**src/sv/square_submatrix_counter_unit_macros.svh**
```systemverilog
// ----------------------------------------------------------------------------
// Square sub-grid counter: assertion macros
// Clocked on clk and disabled in reset; each use is a single assertion line.
// ----------------------------------------------------------------------------
`ifndef SQUARE_SUBMATRIX_COUNTER_UNIT_MACROS_SVH
`define SQUARE_SUBMATRIX_COUNTER_UNIT_MACROS_SVH

// Same-cycle implication.
`define SSC_ASSERT_IMP(label, ante, cons) \
  label: assert property (@(posedge clk) disable iff (rst) (ante) |-> (cons)) \
    else $error("ssc: same-cycle check failed");

// Next-cycle implication.
`define SSC_ASSERT_NXT(label, ante, cons) \
  label: assert property (@(posedge clk) disable iff (rst) (ante) |=> (cons)) \
    else $error("ssc: next-cycle check failed");

`endif

```
**src/sv/ssc_pkg.sv**
```systemverilog
// ----------------------------------------------------------------------------
// Square sub-grid counter package
// Field widths, queue item type and back-end state encoding.
// ----------------------------------------------------------------------------
package ssc_pkg;

  localparam int SIDE_W     = 7;
  localparam int COUNT_W    = 13;
  localparam int IN_DATA_W  = 8;
  localparam int OUT_DATA_W = 24;
  localparam int MIN_SIDE   = 2;

  typedef struct packed {
    logic              last;
    logic [SIDE_W-1:0] side;
  } ssc_item_t;

  typedef enum logic [1:0] {
    ST_RUN,
    ST_DRAIN,
    ST_EMIT,
    ST_SUB
  } ssc_state_t;

endpackage

```
**src/sv/ssc_front.sv**
```systemverilog
// ----------------------------------------------------------------------------
// Square sub-grid counter front end
// Accepts cells, tracks row and column, computes the square side per cell.
// ----------------------------------------------------------------------------
module ssc_front #(
  parameter int MAX_N = 64
) (
  input  logic                      clk,
  input  logic                      rst,
  input  logic                      restart,
  input  logic [ssc_pkg::SIDE_W-1:0] grid_n,
  input  logic                      s_tvalid,
  output logic                      s_tready,
  input  logic                      cell_val,
  input  logic                      q_full,
  output logic                      q_push,
  output ssc_pkg::ssc_item_t        q_data
);
  import ssc_pkg::*;

  localparam int COL_W = $clog2(MAX_N);

  logic [SIDE_W-1:0] row_mem [MAX_N];
  logic [COL_W-1:0]  row;
  logic [COL_W-1:0]  col;
  logic [COL_W-1:0]  col_next;
  logic [SIDE_W-1:0] left;
  logic [SIDE_W-1:0] diag;
  logic [SIDE_W-1:0] up_q;
  logic [SIDE_W-1:0] up;
  logic [SIDE_W-1:0] lft;
  logic [SIDE_W-1:0] dg;
  logic [SIDE_W-1:0] m;
  logic [SIDE_W-1:0] side;
  logic              last_col;
  logic              last_row;
  logic              fire;

  always_comb begin
    last_col = (SIDE_W'(col) == grid_n - SIDE_W'(1));
    last_row = (SIDE_W'(row) == grid_n - SIDE_W'(1));
    col_next = last_col ? '0 : col + COL_W'(1);
    up  = (row == '0) ? '0 : up_q;
    lft = (col == '0) ? '0 : left;
    dg  = (col == '0) ? '0 : diag;
    m   = (up < lft) ? up : lft;
    m   = (m < dg) ? m : dg;
    if (!cell_val) begin
      side = '0;
    end else if (row == '0 || col == '0) begin
      side = SIDE_W'(1);
    end else begin
      side = m + SIDE_W'(1);
    end
    if (side > grid_n) begin
      side = grid_n;
    end
  end

  assign s_tready    = !q_full;
  assign fire        = s_tvalid && !q_full;
  assign q_push      = fire;
  assign q_data.side = side;
  assign q_data.last = last_col && last_row;

  // Row buffer: write this column, prefetch the next column's upper side.
  always_ff @(posedge clk) begin
    if (fire) begin
      row_mem[col] <= side;
      up_q         <= row_mem[col_next];
    end
  end

  always_ff @(posedge clk) begin
    if (rst || restart) begin
      row  <= '0;
      col  <= '0;
      left <= '0;
      diag <= '0;
    end else if (fire) begin
      diag <= up;
      left <= side;
      col  <= col_next;
      if (last_col) begin
        row <= last_row ? '0 : row + COL_W'(1);
      end
    end
  end

endmodule

```
**src/sv/ssc_fifo.sv**
```systemverilog
// ----------------------------------------------------------------------------
// Square sub-grid counter queue
// Short queue of classified cells between front and back end.
// ----------------------------------------------------------------------------
module ssc_fifo (
  input  logic               clk,
  input  logic               rst,
  input  logic               flush,
  input  logic               push,
  input  ssc_pkg::ssc_item_t push_data,
  output logic               full,
  input  logic               pop,
  output ssc_pkg::ssc_item_t pop_data,
  output logic               not_empty
);
  import ssc_pkg::*;

  localparam int DEPTH = 4;
  localparam int PTR_W = $clog2(DEPTH);

  ssc_item_t        mem [DEPTH];
  logic [PTR_W-1:0] wr_ptr;
  logic [PTR_W-1:0] rd_ptr;
  logic [PTR_W:0]   fill;

  assign full      = (fill == (PTR_W + 1)'(DEPTH));
  assign not_empty = (fill != '0);
  assign pop_data  = mem[rd_ptr];

  always_ff @(posedge clk) begin
    if (push) begin
      mem[wr_ptr] <= push_data;
    end
  end

  always_ff @(posedge clk) begin
    if (rst || flush) begin
      wr_ptr <= '0;
      rd_ptr <= '0;
      fill   <= '0;
    end else begin
      if (push) begin
        wr_ptr <= wr_ptr + PTR_W'(1);
      end
      if (pop) begin
        rd_ptr <= rd_ptr + PTR_W'(1);
      end
      if (push && !pop) begin
        fill <= fill + (PTR_W + 1)'(1);
      end else if (pop && !push) begin
        fill <= fill - (PTR_W + 1)'(1);
      end
    end
  end

endmodule

```
**src/sv/ssc_back.sv**
```systemverilog
// ----------------------------------------------------------------------------
// Square sub-grid counter back end
// Builds the side histogram and walks it into per-size square counts.
// ----------------------------------------------------------------------------
`include "square_submatrix_counter_unit_macros.svh"

module ssc_back #(
  parameter int MAX_N = 64
) (
  input  logic                            clk,
  input  logic                            rst,
  input  logic                            restart,
  input  logic                            q_valid,
  input  ssc_pkg::ssc_item_t              q_data,
  output logic                            q_pop,
  output logic                            m_tvalid,
  input  logic                            m_tready,
  output logic [ssc_pkg::OUT_DATA_W-1:0]  m_tdata,
  output logic                            m_tuser,
  output logic                            m_tlast
);
  import ssc_pkg::*;

  localparam int IDX_W = $clog2(MAX_N);

  logic [COUNT_W-1:0] hist [MAX_N];
  logic [MAX_N-1:0]   hist_vld;
  logic [COUNT_W-1:0] hist_rd;
  logic               rd_en;
  logic [IDX_W-1:0]   rd_addr;
  logic               wr_en;
  logic [IDX_W-1:0]   wr_addr;
  logic [COUNT_W-1:0] wr_data;

  logic               upd_vld;
  logic [IDX_W-1:0]   upd_idx;
  logic               fw_vld;
  logic [IDX_W-1:0]   fw_idx;
  logic [COUNT_W-1:0] fw_data;
  logic [COUNT_W-1:0] upd_base;

  ssc_state_t         state;
  ssc_state_t         state_next;
  logic [SIDE_W-1:0]  k;
  logic [IDX_W-1:0]   k_idx;
  logic [COUNT_W-1:0] total;
  logic [SIDE_W-1:0]  max_side;
  logic [COUNT_W-1:0] sub_base;

  logic               pop_big;
  logic [IDX_W-1:0]   pop_idx;
  logic               slot_free;
  logic               emit_load;
  logic               emit_none;
  logic               emit_final;
  logic               clear_grid;

  logic [SIDE_W-1:0]  out_size;
  logic [COUNT_W-1:0] out_count;
  logic               out_found;
  logic               out_last;

  assign pop_idx   = IDX_W'(q_data.side - SIDE_W'(1));
  assign k_idx     = IDX_W'(k - SIDE_W'(1));
  assign slot_free = !m_tvalid || m_tready;

  // Next state.
  always_comb begin
    state_next = state;
    unique case (state)
      ST_RUN: begin
        if (q_valid && q_data.last) begin
          state_next = ST_DRAIN;
        end
      end
      ST_DRAIN: begin
        state_next = ST_EMIT;
      end
      ST_EMIT: begin
        if (slot_free) begin
          state_next = (max_side < SIDE_W'(MIN_SIDE) || k == max_side) ? ST_RUN : ST_SUB;
        end
      end
      ST_SUB: begin
        state_next = ST_EMIT;
      end
      default: begin
        state_next = ST_RUN;
      end
    endcase
  end

  // Outputs of the sequencer.
  always_comb begin
    q_pop      = (state == ST_RUN) && q_valid;
    pop_big    = q_pop && (q_data.side >= SIDE_W'(MIN_SIDE));
    emit_load  = (state == ST_EMIT) && slot_free;
    emit_none  = max_side < SIDE_W'(MIN_SIDE);
    emit_final = emit_none || (k == max_side);
    clear_grid = emit_load && emit_final;
    rd_en      = pop_big || (emit_load && !emit_none);
    rd_addr    = (state == ST_EMIT) ? k_idx : pop_idx;
  end

  // Read-modify-write with forwarding of the previous write.
  always_comb begin
    if (fw_vld && fw_idx == upd_idx) begin
      upd_base = fw_data;
    end else if (hist_vld[upd_idx]) begin
      upd_base = hist_rd;
    end else begin
      upd_base = '0;
    end
    wr_en    = upd_vld;
    wr_addr  = upd_idx;
    wr_data  = upd_base + COUNT_W'(1);
    sub_base = hist_vld[k_idx] ? hist_rd : '0;
  end

  always_ff @(posedge clk) begin
    if (wr_en) begin
      hist[wr_addr] <= wr_data;
    end
    if (rd_en) begin
      hist_rd <= hist[rd_addr];
    end
  end

  always_ff @(posedge clk) begin
    if (rst || restart) begin
      state    <= ST_RUN;
      upd_vld  <= 1'b0;
      fw_vld   <= 1'b0;
      hist_vld <= '0;
      total    <= '0;
      max_side <= '0;
      k        <= SIDE_W'(MIN_SIDE);
    end else begin
      state   <= state_next;
      upd_vld <= pop_big;
      fw_vld  <= upd_vld;
      if (clear_grid) begin
        hist_vld <= '0;
        total    <= '0;
        max_side <= '0;
      end else begin
        if (wr_en) begin
          hist_vld[wr_addr] <= 1'b1;
        end
        if (pop_big) begin
          total <= total + COUNT_W'(1);
          if (q_data.side > max_side) begin
            max_side <= q_data.side;
          end
        end else if (state == ST_SUB) begin
          total <= total - sub_base;
        end
      end
      if (state == ST_DRAIN) begin
        k <= SIDE_W'(MIN_SIDE);
      end else if (state == ST_SUB) begin
        k <= k + SIDE_W'(1);
      end
    end
  end

  always_ff @(posedge clk) begin
    if (pop_big) begin
      upd_idx <= pop_idx;
    end
    fw_idx  <= upd_idx;
    fw_data <= wr_data;
  end

  // Output register.
  always_ff @(posedge clk) begin
    if (rst || restart) begin
      m_tvalid <= 1'b0;
    end else if (emit_load) begin
      m_tvalid <= 1'b1;
    end else if (m_tready) begin
      m_tvalid <= 1'b0;
    end
  end

  always_ff @(posedge clk) begin
    if (emit_load) begin
      out_size  <= emit_none ? '0 : k;
      out_count <= emit_none ? '0 : total;
      out_found <= !emit_none;
      out_last  <= emit_final;
    end
  end

  assign m_tdata = {(OUT_DATA_W - COUNT_W - SIDE_W)'(0), out_count, out_size};
  assign m_tuser = out_found;
  assign m_tlast = out_last;

  `SSC_ASSERT_IMP(a_emit_count_nonzero, emit_load && !emit_none, total != '0)
  `SSC_ASSERT_IMP(a_sub_in_range, state == ST_SUB, k >= SIDE_W'(MIN_SIDE) && k < max_side)
  `SSC_ASSERT_NXT(a_drain_settles, state == ST_DRAIN, !upd_vld)
  `SSC_ASSERT_IMP(a_no_write_in_walk, state == ST_EMIT || state == ST_SUB, !wr_en)

endmodule

```
**src/sv/square_submatrix_counter_unit.sv**
```systemverilog
// ----------------------------------------------------------------------------
// Square sub-grid counter
// Counts all-ones squares of every side 2..n in a streamed n-by-n bit grid.
// ----------------------------------------------------------------------------
// Usage:
//   Input channel s_*: one grid cell per word, row-major, cell value in
//   s_tdata[0]. The front end takes one word per cycle while the queue to the
//   back end has room, so cells stream at one per cycle.
//   Output channel m_*: after the final cell of a grid, one word per side with
//   a nonzero count, in ascending side order, m_tlast on the largest side. A
//   grid with no square of side two or more gives a single word with
//   m_tuser (found) low and m_tlast high.
//   Result timing: the first result word is loaded into the output register
//   from the EMIT state, which follows the DRAIN state entered when the final
//   cell leaves the queue; each further word takes a SUB and an EMIT state of
//   the side histogram walk (one memory read and one subtract per side).
//   While results are walked the back end holds the queue, the front end keeps
//   taking cells of the next grid until the queue fills.
//   A stalled receiver holds the output register and pauses the walk only.
//   cfg_wr_en writes grid_size and restarts the grid; write only while idle.
//   Reset sets grid_size to 64 and clears position, queue and histogram.
// ----------------------------------------------------------------------------
module square_submatrix_counter_unit #(
  parameter int MAX_N = 64
) (
  input  logic                           clk,
  input  logic                           rst,
  input  logic                           cfg_wr_en,
  input  logic [ssc_pkg::SIDE_W-1:0]     cfg_wr_data,  // grid_size
  input  logic                           s_tvalid,
  output logic                           s_tready,
  input  logic [ssc_pkg::IN_DATA_W-1:0]  s_tdata,      // [0] cell_req, rest zero
  output logic                           m_tvalid,
  input  logic                           m_tready,
  output logic [ssc_pkg::OUT_DATA_W-1:0] m_tdata,      // [6:0] square_size,
                                                       // [19:7] square_count, pad
  output logic                           m_tuser,      // [0] found
  output logic                           m_tlast
);
  import ssc_pkg::*;

  logic [SIDE_W-1:0] grid_size;
  logic [SIDE_W-1:0] grid_n;
  logic              q_full;
  logic              q_push;
  ssc_item_t         q_in;
  logic              q_pop;
  ssc_item_t         q_out;
  logic              q_valid;

  // Hold the configured size; any write restarts the grid.
  always_ff @(posedge clk) begin
    if (rst) begin
      grid_size <= SIDE_W'(64);
    end else if (cfg_wr_en) begin
      grid_size <= cfg_wr_data;
    end
  end

  // Clamp the size into the supported range.
  always_comb begin
    grid_n = grid_size;
    if (grid_n < SIDE_W'(MIN_SIDE)) begin
      grid_n = SIDE_W'(MIN_SIDE);
    end
    if (grid_n > SIDE_W'(MAX_N)) begin
      grid_n = SIDE_W'(MAX_N);
    end
  end

  ssc_front #(
    .MAX_N (MAX_N)
  ) u_front (
    .clk      (clk),
    .rst      (rst),
    .restart  (cfg_wr_en),
    .grid_n   (grid_n),
    .s_tvalid (s_tvalid),
    .s_tready (s_tready),
    .cell_val (s_tdata[0]),
    .q_full   (q_full),
    .q_push   (q_push),
    .q_data   (q_in)
  );

  ssc_fifo u_fifo (
    .clk       (clk),
    .rst       (rst),
    .flush     (cfg_wr_en),
    .push      (q_push),
    .push_data (q_in),
    .full      (q_full),
    .pop       (q_pop),
    .pop_data  (q_out),
    .not_empty (q_valid)
  );

  ssc_back #(
    .MAX_N (MAX_N)
  ) u_back (
    .clk      (clk),
    .rst      (rst),
    .restart  (cfg_wr_en),
    .q_valid  (q_valid),
    .q_data   (q_out),
    .q_pop    (q_pop),
    .m_tvalid (m_tvalid),
    .m_tready (m_tready),
    .m_tdata  (m_tdata),
    .m_tuser  (m_tuser),
    .m_tlast  (m_tlast)
  );

endmodule
```
**config.mk**
```make
export PLATFORM = sky130hd
export DESIGN_NAME = square_submatrix_counter_unit
export DESIGN_NICKNAME = d
export VERILOG_FILES = /design/src/sv/ssc_pkg.sv /design/src/sv/ssc_front.sv /design/src/sv/ssc_fifo.sv /design/src/sv/ssc_back.sv /design/src/sv/square_submatrix_counter_unit.sv
export VERILOG_INCLUDE_DIRS = /design/src /design/src/sv
export SDC_FILE = /design/constraint.sdc
export NUM_CORES = 2
export LEC_CHECK = 0
export BUFFER_PORTS_ARGS = -buffer_cell sky130_fd_sc_hd__clkbuf_2
export CORE_AREA = 2 2 234 466
export CTS_BUF_LIST = sky130_fd_sc_hd__clkbuf_4
export DETAILED_ROUTE_END_ITERATION = 6
export DIE_AREA = 0 0 236 468
export GPL_TIMING_DRIVEN = 1
export HOLD_SLACK_MARGIN = 0.02
export PLACE_DENSITY = 0.85
export SLEW_MARGIN = 15
export SYNTH_ARGS = -nofsm -noshare
export SYNTH_HDL_FRONTEND = slang
export SYNTH_SLANG_ARGS = --single-unit
```
**constraint.sdc**
```tcl
create_clock -name clk -period 9.8 [get_ports clk]
set_input_delay 1.96 -clock clk [delete_from_list [all_inputs] [get_ports clk]]
set_output_delay 1.96 -clock clk [all_outputs]
set_load 0.05 [all_outputs]
```
# Word level (Yosys, flattened, before mapping)
# Memories as Yosys holds them, arrays and structs flattened. A register that Yosys moved wholly into a read port is not among the register bits.
# Cells that the tools add are included.
[totals]
ramBits = 1312
regBits = 183
memories = 3
elab_cells = 135
inputBits = 20
[memory_table]
columns = ["memory", "words", "word_bits", "rd", "rd_clocked_by_memory_dff", "wr", "line_no", "rtl"]
rows = [
  ["u_back.hist", 64, 13, 1, 1, 1, "ssc_back.sv:26", "logic [COUNT_W-1:0] hist [MAX_N];"],
  ["u_front.row_mem", 64, 7, 1, 1, 1, "ssc_front.sv:23", "logic [SIDE_W-1:0] row_mem [MAX_N];"],
  ["u_fifo.mem", 4, 8, 1, 1, 1, "ssc_fifo.sv:21", "ssc_item_t mem [DEPTH];"],
]
[classes]
bitwise = 1
n_reduce_logical = 35
n_lt_le_gt_ge = 11
muxes = 38
n_eq_ne = 10
addsub = 14
[ops]
columns = ["op", "n"]
rows = [
  ["two-way mux 7 bit", 10],
  ["two-way mux 13 bit", 5],
  ["OR 64 bit", 1],
  ["adder 13 x 1 -> 13 bit (second input constant)", 2],
  ["two-way mux 6 bit", 3],
  ["adder 7 x 1 -> 7 bit (second input constant)", 2],
  ["equality test 6 x 7 -> 1 bit", 2],
  ["greater-than comparator 7 bit", 2],
  ["< comparator 6 x 7 -> 1 bit (second input constant)", 2],
  ["< comparator 7 x 2 -> 1 bit (second input constant)", 2],
  ["< comparator 7 bit", 2],
  ["subtractor 13 bit", 1],
  ["adder 6 x 1 -> 6 bit (second input constant)", 2],
  ["binary-select mux 1 bit (select 6 bit)", 2],
  ["logical AND 1 bit", 12],
  ["logical NOT 6 bit", 2],
  ["subtractor 6 x 1 -> 6 bit (second input constant)", 2],
  ["two-way mux 2 bit", 5],
  ["two-way mux 1 bit", 9],
  ["equality test 7 bit", 1],
  ["greater-or-equal comparator 7 x 2 -> 1 bit (second input constant)", 1],
  ["greater-than comparator 7 bit (second input constant)", 1],
  ["subtractor 7 x 1 -> 7 bit (second input constant)", 1],
  ["demux 1 bit (select 6 bit)", 1],
  ["other kinds (18)", 36],
]

# Depth between registers and ports, before layout
[depth]
word_depth = 11
mapped_depth = 38
mapped_depth_nobuf = 33

# Modules after synthesis
# Synthesis repeated with hierarchy kept, for this count alone.
[unflattened]
cells_unflattened = 3936
hier_area_um2 = 62602.5
[by_module_without_submodules]
columns = ["mod", "instances", "seq_area_each_um2", "area_each_um2", "cells_per_inst"]
rows = [
  ["ssc_back", 1, 28517.4, 40129.7, 2278],
  ["ssc_front", 1, 14183.6, 20573.5, 1538],
  ["ssc_fifo", 1, 1141.1, 1594.0, 87],
  ["square_submatrix_counter_unit", 1, 140.1, 305.3, 33],
]

# Worst setup path after synthesis
# Ideal clock, no wire load.
[synth_path]
path_type = "register to register"
from = "register u_front.col[0]"
to = "memory u_fifo.mem[0][2] (netlist bit) (data pin)"
arrival_ns = 9.621
t_required_ns = 9.037
path_stages_with_launch = 35
slack_ns = -0.584
path_buffers = 8
path_cell_list = "dfxtp_1 -> clkbuf_1 -> clkinv_1 -> clkbuf_1 -> clkbuf_1 -> ha_1 -> nand2b_1 -> or2_2 -> clkbuf_1 -> buf_1 -> nand2_1 -> ha_1 -> maj3_2 -> a31o_4 -> nor2_1 -> buf_2 -> o21ai_0 -> ha_1 -> a21o_1 -> a21o_1 -> a211oi_1 -> nand3_1 -> nor4_1 -> nor3b_2 -> buf_6 -> a211oi_1 -> a211oi_2 -> ha_1 -> nor2b_1 -> o21ai_0 -> nand2b_1 -> a221oi_1 -> a41oi_1 -> buf_1 -> o31ai_1"
[synth_lines]
columns = ["element", "line_no", "rtl"]
rows = [
  ["from (decl)", "ssc_front.sv:25", "logic [COL_W-1:0] col;"],
  ["from (signal assigned)", "ssc_front.sv:83", "col <= col_next;"],
  ["to (decl)", "ssc_fifo.sv:21", ""],
]

==> metrics.csv <==
metric;value;unit
status;complete, but fails checks;
failing checks;design-rule violations;
first-pass GRT wire length;239;mm
critical path arrival;9.81;ns
number of synthesized flops with an enable pin;1360;
P_int;0.0122;W
DRT antenna net count;0;
Detailed Place HPWL;104;mm
Max Clock Skew;0.149;ns
worst hold slack;0.479;ns
non-filler cells, final;5846;
post-synthesis cell type count;94;
placed cell areas;64600;µm²
adder-cell share of the synthesized area;0.0114;
cts repair resizes;0;
Post-CTS Setup Inserts;0;
Slew Limit Fails;0;
CP Capture Type;flip-flop;
Syn Inst Count;3981;
Switching Power;0.00638;W
vias in the first global route;38800;
Req. time, crit path;10.75;ns
number of I/O pins;48;
largest family of logic cells by synthesized area;multiplexers;
multi-input logic area;17700;µm²
Max VDD drop;0.000340;V
clk_lat worst skew;1.33;ns
RSZ-0062 raised after global routing;no;
CTS root buf;clkbuf_4;
post-synthesis sequential area ratio;0.704;
compound-gate portion of the synthesized area;0.0624;
Die X-Extent;236;µm
Hold Buf Count CTS;0;
Reg2Reg Depth;27;
Die Y;468;µm
register share of total power;0.426;
critical path's top delay family;simple AND/OR/NAND/NOR gates;
Net Sw Frac;0.344;
Ys Warns;0;
Hold Crit Class;flip-flop to flip-flop;
Seq cells post-synth;1517;
CTS sink count;1517;
largest net degree at the start of global routing;105;
vias per inst;6.49;
combinational share of power;0.314;
area leader, netlist;edfxtp_1;
final hold vios;0;
most frequent cells in the layout;edfxtp_1 (1,360), clkbuf_4 (480), nor2_1 (394);
htree depth;5;
async set or reset register ratio after synthesis;0;
WL final;164;mm
Routed wire per std cell;28.1;µm
Tmin final;8.87;ns
initial antenna violation count;3;
Setup Crit Path Kind;flip-flop to flip-flop;
Synth Flop Type;edfxtp_1;
Simple-Gate Fraction of Synth Area;0.0777;
Placed Cells;5272;
nets@finish;4302;
worst-margin pin slew;1.40;ns
Rows;170;
most common cell after layout, fill and taps aside;edfxtp_1;
Yosys top cell area share;0.654;
clk slew on worst S/H paths;0.08;ns
CTS buffer count;329;
drt initial violations;4235;
clock power share;0.260;
RePlAce Congestion;0.990;
deepest clock path buffer count;4;
RR Endpoint;u_front.row_mem[3][5]$_DFFE_PP_;
Slew HR;0.0622;
critical path peak fanout;69;
max incr delay on CP;0.82;ns
Fillers;7126;
max-cap viol count;0;
full die area;110000;µm²
synthesis-to-layout area growth;10.2;%
fraction of synthesized area in multiplexers;0.113;
share of cells above drive strength 1;0.227;
P_leak;22.8;nW
storage element area;44000;µm²
Hold Crit Depth;2;
R2R Path Start;u_front.col[3]$_SDFFE_PP0P_;
Mapped Area;62500;µm²
GRT overflow;0;
DRC viols;1;
CP max stage cell;a41oi_2;
fin crit share;0.905;
HP Start;u_back.total[11]$_SDFFE_PP0P_;
IO buf count;36;
PD cells;269;nW/µm²
Total GRT Usage;0.298;
synth top area cells;edfxtp_1 (65%), mux4_2 (9.2%), dfxtp_1 (5.0%), nor2_1 (2.5%), nand2_1 (1.9%);
Starting Density;0.584;
router iterations before antenna repair;7;
vias post-DR;37900;
startpoint types;flip-flop;
TritonCTS clock tree;done;
CORE AREA;107000;µm²
post-synthesis xor/xnor area fraction;0.0121;
r2r setup slk;0.93;ns
Crit path buffers/inverters;3;
worst hold path endpoint;u_back.total[11]$_SDFFE_PP0P_;
fmax;0.113;GHz
Final Cell Area;68800;µm²
synthesized area per cell;15.7;µm²
dpl ws;1.08;ns
Final WS setup;0.932;ns
Final setup viols;0;
[power by group through the flow]
stage | Combinational [W] | Clock (W) | Sequential [W]
final | 0.00582 | 0.00482 | 0.00790
after global placement | 0.00553 | 0 | 0.00802
after floorplan | 0.00368 | 0 | 0.00795
after detailed placement | 0.00568 | 0 | 0.00803
after CTS | 0.00571 | 0.00487 | 0.00789
after global routing | 0.00606 | 0.00518 | 0.00792
[worst register-to-register path, delay by kind of cell, from the launching register on]
family | cells | cell delay [ns]
DFF | 1 | 0.30
buffers and inverters | 3 | 0.88
and+or+nand+nor | 11 | 3.75
AOI/OAI and AO/OA | 10 | 2.52
adders and majority gates | 3 | 0.99
[sequential cells by signal (all words and copies together) (netlist names), 7 cells and up, named ones only]
name / flops
u_front.left: 7
u_front.row_mem: 448
grid_size: 7
u_back.max_side: 7
u_back.fw_data: 13
u_back.hist_vld: 64
u_back.out_count: 13
u_fifo.mem: 32
u_front.diag: 7
u_back.total: 13
u_back.hist_rd: 13
u_back.hist: 832
u_back.k: 7
u_back.out_size: 7
u_front.up_q: 7
[cell usage after synthesis, types with 12 or more instances]
cell type / number
o22ai_1: 26
or3_1: 16
nor3_1: 45
edfxtp_1: 1360
nand4_1: 15
buf_4: 14
nand3_1: 66
clkbuf_1: 145
and3_1: 33
buf_1: 34
o221ai_1: 28
buf_2: 33
o211ai_1: 12
xnor2_1: 49
xor2_1: 35
a31oi_1: 32
mux2i_1: 118
o21ai_0: 51
nand2_1: 323
ha_1: 53
nor4_1: 17
dfxtp_1: 157
and2_1: 27
mux4_2: 255
nand2b_1: 13
inv_1: 50
a211oi_1: 101
a311oi_1: 15
nor2_1: 413
a21oi_1: 173
a22oi_1: 16
nor2b_1: 72
[stage by stage]
step           utilization  setup TNS [ns]  total power, W
6_report             0.643               0          0.0185
5_1_grt              0.643               0          0.0192
4_1_cts              0.643               0          0.0185
3_5_place_dp         0.604               0          0.0137
3_3_place_gp         0.604               0          0.0136
2_1_floorplan            -         -105.88          0.0116
[worst max path at each step]
stage | start | end | slack [ns] | depth (start not counted)
5_1_grt | u_front.col[3]$_SDFFE_PP0P_ | u_front.row_mem[7][3]$_DFFE_PP_ | 0.42 | 27
3_5_place_dp | u_front.col[3]$_SDFFE_PP0P_ | u_front.row_mem[25][5]$_DFFE_PP_ | 1.08 | 27
4_1_cts | u_front.col[3]$_SDFFE_PP0P_ | u_front.row_mem[6][5]$_DFFE_PP_ | 1.03 | 27
2_1_floorplan | u_front.col[0]$_SDFFE_PP0P_ | u_fifo.mem[0][2]$_DFFE_PP_ | -0.58 | 34
6_report | u_front.col[3]$_SDFFE_PP0P_ | u_front.row_mem[3][5]$_DFFE_PP_ | 0.93 | 27
3_3_place_gp | u_front.col[3]$_SDFFE_PP0P_ | u_front.row_mem[24][5]$_DFFE_PP_ | 1.09 | 27
[final cells by class]
type | instances | share of cell area
clock inverters | 87 | 0.00787
well taps | 1376 | 0.0250
inverters | 53 | 0.00291
flip-flops and latches | 1517 | 0.639
diodes | 7 | 0.000255
clock buffers | 480 | 0.0524
multi-input cells | 2182 | 0.257
repair buffers | 144 | 0.0151
[logic make-up after synthesis]
group / Yosys count
other cells: 1
mux: 382
xor+xnor: 85
compound gates: 575
buf+inv: 285
flops: 1517
fa+ha+maj: 56
simple gates: 1080
[layer usage]
layer | wire length [µm] | up-vias | GRT usage
met1 | 49000 | 18700 | 0.293
met3 | 13100 | 731 | 0.0649
met5 | 0 | - | 0
met4 | 17000 | 0 | 0.275
met2 | 85100 | 2358 | 0.522
li1 | - | 16200 | -
No activity file was read; power rests on OpenSTA's default activity.
